==> src/rtl/core/aesp_pkg.sv <==
// shared types and constants of the escape stream parser
package aesp_pkg;

   localparam logic [7:0] BYTE_ESC  = 8'h1b;
   localparam logic [7:0] BYTE_BSL  = 8'h5c;
   localparam logic [7:0] BYTE_CSI  = 8'h5b;
   localparam logic [7:0] BYTE_DCS  = 8'h50;
   localparam logic [7:0] BYTE_APC  = 8'h5f;
   localparam logic [7:0] FINAL_LO  = 8'h40;
   localparam logic [7:0] FINAL_HI  = 8'h7e;

   typedef enum logic [2:0] {
      MODE_TEXT = 3'd0,
      MODE_ESC  = 3'd1,
      MODE_CSI  = 3'd2,
      MODE_DCS  = 3'd3,
      MODE_APC  = 3'd4
   } mode_type;

   typedef enum logic [2:0] {
      K_TEXT      = 3'd0,
      K_CSI_BODY  = 3'd1,
      K_CSI_FINAL = 3'd2,
      K_DCS_BODY  = 3'd3,
      K_DCS_END   = 3'd4,
      K_APC_BODY  = 3'd5,
      K_APC_END   = 3'd6,
      K_BAD_ESC   = 3'd7
   } kind_type;

   typedef struct packed {
      kind_type   kind;
      logic [7:0] out_byte;
      logic       last;
   } rslt_type;

   typedef struct packed {
      logic [1:0] count;
      rslt_type   r0;
      rslt_type   r1;
      mode_type   mode_next;
      logic       held_next;
   } dec_type;

endpackage

==> src/rtl/core/aesp_dec.sv <==
// per-word decode: next parse mode and up to two results
module aesp_dec (
   input  aesp_pkg::mode_type mode,
   input  logic               held,
   input  logic [7:0]         in_byte,
   output aesp_pkg::dec_type  dec
);
   import aesp_pkg::*;

   kind_type body_kind;
   kind_type end_kind;

   always_comb begin
      body_kind = (mode == MODE_DCS) ? K_DCS_BODY : K_APC_BODY;
      end_kind  = (mode == MODE_DCS) ? K_DCS_END : K_APC_END;

      dec.count     = 2'd0;
      dec.r0        = '{kind: K_TEXT, out_byte: in_byte, last: 1'b0};
      dec.r1        = '{kind: body_kind, out_byte: in_byte, last: 1'b1};
      dec.mode_next = mode;
      dec.held_next = 1'b0;

      case (mode)
         MODE_ESC: begin
            if (in_byte == BYTE_CSI) begin
               dec.mode_next = MODE_CSI;
            end else if (in_byte == BYTE_DCS) begin
               dec.mode_next = MODE_DCS;
            end else if (in_byte == BYTE_APC) begin
               dec.mode_next = MODE_APC;
            end else begin
               dec.count     = 2'd1;
               dec.r0.kind   = K_BAD_ESC;
               dec.mode_next = MODE_TEXT;
            end
         end
         MODE_CSI: begin
            dec.count = 2'd1;
            if (in_byte >= FINAL_LO && in_byte <= FINAL_HI) begin
               dec.r0.kind   = K_CSI_FINAL;
               dec.mode_next = MODE_TEXT;
            end else begin
               dec.r0.kind = K_CSI_BODY;
            end
         end
         MODE_DCS, MODE_APC: begin
            if (held && in_byte == BYTE_BSL) begin
               dec.count     = 2'd1;
               dec.r0.kind   = end_kind;
               dec.mode_next = MODE_TEXT;
            end else if (held) begin
               // held esc goes out as body, new word follows unless it is esc
               dec.r0.kind     = body_kind;
               dec.r0.out_byte = BYTE_ESC;
               dec.held_next   = (in_byte == BYTE_ESC);
               dec.count       = (in_byte == BYTE_ESC) ? 2'd1 : 2'd2;
            end else if (in_byte == BYTE_ESC) begin
               dec.held_next = 1'b1;
            end else begin
               dec.count   = 2'd1;
               dec.r0.kind = body_kind;
            end
         end
         default: begin
            if (in_byte == BYTE_ESC) begin
               dec.mode_next = MODE_ESC;
            end else begin
               dec.count     = 2'd1;
               dec.r0.kind   = K_TEXT;
               dec.mode_next = MODE_TEXT;
            end
         end
      endcase

      dec.r0.last = (dec.count == 2'd1);
   end

endmodule

==> src/rtl/core/ansi_escape_stream_parser.sv <==
// escape stream parser top: input register, decode, three-entry result queue
// an accepted word is held in the input register, then decoded into the result queue once the queue has room
// throughput: one word per cycle while the result queue has room; a word with two results leaves as two results
// the result queue takes a decoded word only while it holds at most one result
// reset: synchronous, clears parse mode, held esc, input valid and queue count
module ansi_escape_stream_parser (
   input  logic       clock,
   input  logic       reset,
   input  logic       req_valid,
   output logic       req_ready,
   input  logic [7:0] req_in_byte,
   output logic       rsp_valid,
   input  logic       rsp_ready,
   output logic [2:0] rsp_kind,
   output logic [7:0] rsp_out_byte,
   output logic       rsp_last
);
   import aesp_pkg::*;

   logic       in_vld_ff, in_vld_in;
   logic [7:0] in_byte_ff;
   mode_type   mode_ff, mode_in;
   logic       held_ff, held_in;
   logic [1:0] cnt_ff, cnt_in;
   rslt_type   que_ff [3];
   rslt_type   que_in [3];

   dec_type    dec;
   logic       fire;
   logic       pop;
   logic [1:0] base;

   aesp_dec u_dec (
      .mode    (mode_ff),
      .held    (held_ff),
      .in_byte (in_byte_ff),
      .dec     (dec)
   );

   assign fire      = in_vld_ff && (cnt_ff <= 2'd1);
   assign req_ready = !in_vld_ff || fire;
   assign rsp_valid = (cnt_ff != 2'd0);
   assign pop       = rsp_valid && rsp_ready;
   assign base      = cnt_ff - {1'b0, pop};

   assign rsp_kind     = que_ff[0].kind;
   assign rsp_out_byte = que_ff[0].out_byte;
   assign rsp_last     = que_ff[0].last;

   always_comb begin
      in_vld_in = req_ready ? req_valid : in_vld_ff;
      mode_in   = fire ? dec.mode_next : mode_ff;
      held_in   = fire ? dec.held_next : held_ff;
      cnt_in    = base + (fire ? dec.count : 2'd0);
      for (int i = 0; i < 3; i++) begin
         que_in[i] = (pop && i < 2) ? que_ff[(i < 2) ? i + 1 : i] : que_ff[i];
         if (fire && dec.count != 2'd0 && base == 2'(i)) begin
            que_in[i] = dec.r0;
         end
         if (fire && dec.count == 2'd2 && base + 2'd1 == 2'(i)) begin
            que_in[i] = dec.r1;
         end
      end
   end

   always_ff @(posedge clock) begin
      if (reset) begin
         in_vld_ff <= 1'b0;
         mode_ff   <= MODE_TEXT;
         held_ff   <= 1'b0;
         cnt_ff    <= 2'd0;
      end else begin
         in_vld_ff <= in_vld_in;
         mode_ff   <= mode_in;
         held_ff   <= held_in;
         cnt_ff    <= cnt_in;
      end
      if (req_ready) begin
         in_byte_ff <= req_in_byte;
      end
      que_ff <= que_in;
   end

endmodule

==> config.mk <==
export PLATFORM = sky130hd
export DESIGN_NAME = ansi_escape_stream_parser
export DESIGN_NICKNAME = d
export VERILOG_FILES = /design/src/rtl/core/aesp_pkg.sv /design/src/rtl/core/aesp_dec.sv /design/src/rtl/core/ansi_escape_stream_parser.sv
export SDC_FILE = /design/constraint.sdc
export NUM_CORES = 1
export LEC_CHECK = 0
export ABC_AREA = 1
export BUFFER_PORTS_ARGS = -buffer_cell sky130_fd_sc_hd__buf_2
export CORE_MARGIN = 5
export CORE_UTILIZATION = 60
export DETAILED_ROUTE_END_ITERATION = 8
export PLACE_DENSITY = 0.8
export SYNTH_ARGS = -nofsm -noshare
export SYNTH_HDL_FRONTEND = slang
export SYNTH_SLANG_ARGS = --single-unit
==> constraint.sdc <==
create_clock -name clock -period 3.5 [get_ports clock]
set_input_delay 0.175 -clock clock [delete_from_list [all_inputs] [get_ports clock]]
set_output_delay 0.175 -clock clock [all_outputs]
set_load 0.005 [all_outputs]
==> run summary <==
hold_buf cts - 0
Seq/Total Area, Yosys - 47.6%
register bit count reported by yosys - 51
fin crit share - 83.5%
setup repair after global routing missed its margin - no
Total GRT Usage - 20.6%
via count - 2405
CTS max path bufs - 2
Layout fillers - 396
initial antenna violation count - 0
Synth Instances - 361
setup slack at placement - 0.598 ns
GP Congestion - 0.878
Syn Std Cell Area - 3010 µm²
Total Power - 1990 µW
worst slew pin tran - 0.483 ns
crit path max fanout - 26
main combinational cell family by area after synthesis - simple AND/OR/NAND/NOR gates
GRT busiest layer - met2
commonest cells after routing, fill and taps aside - 98 x nand2_1, 55 x nand3_1, 49 x inv_1, 41 x edfxtp_1, 25 x buf_2
root buf cell - clkbuf_8
final WL - 6.20 mm
Detailed Place HPWL - 4.80 mm
Die X - 80.8 µm
Fmax - 0.342 GHz
mux share of post-synthesis cell area - 0%
predominant post-synthesis flop cell - edfxtp_1
number of flops mapped to enable cells by yosys - 41
post-synthesis adder-cell area fraction - 1.25%
Synth Area in Simple Gates - 35.0%
P_leak - 0.00150 µW
M3 GR Usage - 4.21%
H-tree lvl count - 2
die area - 6530 µm²
Crit. End Element - flop
clock sinks - 51
startpoint types - flop
WP data required - 3.43 ns
die height - 80.8 µm
CTS-repair resized insts - 0
# DRC - 0
Post-DRT Antenna Nets - 0
outcome - finished, final reports clean
router iterations before antenna repair - 5
Vias per Instance - 5.42
Starting Density - 62.9%
crit-path most repeated cell - inv_1
diode count - 0
grt ovf - 0
skew final - 0.00594 ns
met2 Use GR - 34.2%
Fin. Hold Viols - 0
row count - 25
Layout Nets - 391
area delta synth->final - 5.70%
Port Buffers - 25
Wirelength per Cell - 14.0 µm
Top Ports - 26
1st-iter DRT viols - 252
CORE AREA - 4790 µm²
setup TNS - 0 ns
post-route setup slack - 0.578 ns
CP top delay family - simple AND/OR/NAND/NOR gates
Critical-path top delay cell - edfxtp_1
largest net degree at the start of global routing - 27
asr flop ratio synth - 0%
worst min path class - in -> reg
met1 GRT Util - 27.3%
final period demand of the worst path - 2.92 ns
CTS tree - built
Worst path max stage delay - 0.45 ns
worst path cell trace - inv_1 -> nand2_2 -> nor3_2 -> inv_1 -> ha_1 -> inv_1 -> nand2_1 -> nand2_2 -> nand3_4 -> nand3_4 -> nand2_4 -> nand2_4 -> nand3_1
worst vdd ir - 0.365 mV
most common cell after layout, fill and taps aside - nand2_1
Skew-Pair Late Insertion Delay - 0.31 ns
CTS clk-pin slew, worst paths - 0.09 ns
Setup Buffers After CTS - 0
layout cells sized above 1 - 17.8%
Cell variety after synth - 32
CTS buffer count - 5
Compound-Gate Fraction of Synth Area - 4.32%
Crit path buffers/inverters - 3
vias in the first global route - 2206
P per Cell Area - 625 nW/µm²
Final setup viols - 0
relative slew slack - 67.7%
Max Cap Viol - 0
Synth Warn # - 0
Slew Limit Fails - 0
xor/xnor share of the synthesized area - 0.582%
Post-Syn Nets - 376
Avg Cell Area, Syn - 8.34 µm²
worst setup path category - reg -> reg
first-pass GRT wire length - 10.3 mm
arrival time worst endpoint - 2.86 ns
==> sequential cells by signal, summed over array words and instances (netlist names) <==
register	flops
rsp_out_byte	8
que_ff	24
cnt_ff	2
mode_ff	3
rsp_kind	3
in_byte_ff	8
held_ff	1
rsp_last	1
in_vld_ff	1
==> cell usage after synthesis (3+ instances only) <==
cell      instances  area [µm²]
a21oi_1           8        40.0
buf_4            13        97.6
dfxtp_1          10         200
edfxtp_1         41        1230
ha_1              3        37.5
inv_1            49         184
inv_2             4        15.0
nand2_1          98         368
nand2_2          10        62.6
nand2_4           5        56.3
nand3_1          55         275
nand3_4           3        52.6
nand4_1           4        25.0
nor2_1           23        86.3
o21ai_0           4        20.0
o22ai_1           4        25.0
==> area by class of cell <==
cell class / count / area (µm²) / share of cell area, %
sequential: 51 / 1430 / 45.0
multi-input combinational: 237 / 1240 / 38.9
inverter: 54 / 203 / 6.37
timing repair buffer: 27 / 140 / 4.41
tap: 67 / 83.8 / 2.64
clock buffer: 6 / 72.6 / 2.28
clock inverter: 2 / 12.5 / 0.393
==> stage by stage <==
step	hold WS, ns	std cells	instance area, µm²	utilization, %
2_1_floorplan	0.244	361	3010	-
3_3_place_gp	0.352	436	3100	64.7
3_5_place_dp	0.353	436	3100	64.7
4_1_cts	0.0355	444	3180	66.5
5_1_grt	0.0208	444	3180	66.5
6_report	0.0352	444	3180	66.5
==> cell families (layout without fill, tap and decap cells) <==
logic type | after synthesis | count (layout)
adder cells (fa/ha/maj) | 3 | 3
flip-flops | 51 | 51
AND/OR/NAND/NOR | 211 | 211
AO/OA/AOI/OAI | 21 | 21
XOR/XNOR | 2 | 2
buffers and inverters | 73 | 89
==> worst register-to-register path, delay by kind of cell (launching register included) <==
kind                     cells  cell delay, ns
adder cells (fa/ha/maj)      1            0.28
buffers and inverters        3            0.26
flip-flops                   1            0.45
AND/OR/NAND/NOR              9            1.56
==> metal layers <==
metal	wire [µm]	part of all wire, %	vias to the layer above
met3	493	8.0	19
li1	-	-	1194
met5	0	0	-
met4	138	2.2	0
met2	2930	47	124
met1	2640	43	1068
==> where the power goes <==
group / internal [µW] / switching (µW) / leakage (µW)
clock network: 140 / 191 / 0.0000412
logic: 238 / 505 / 0.000986
registers: 862 / 51.0 / 0.000476
total: 1240 / 747 / 0.00150
==> final timing paths <==
path	from	to	slack, ns	depth (start not counted)
setup / recovery	in_byte_ff[5]$_DFFE_PP_	que_ff[19]$_DFFE_PP_	0.58	13
hold / removal	req_in_byte[1]	in_byte_ff[1]$_DFFE_PP_	0.04	1
setup reg to reg	in_byte_ff[5]$_DFFE_PP_	que_ff[19]$_DFFE_PP_	0.58	13
hold reg to reg	que_ff[0]$_SDFFE_PP1N_	que_ff[0]$_SDFFE_PP1N_	0.48	2
Note: power is estimated with default switching activity, not from simulation.
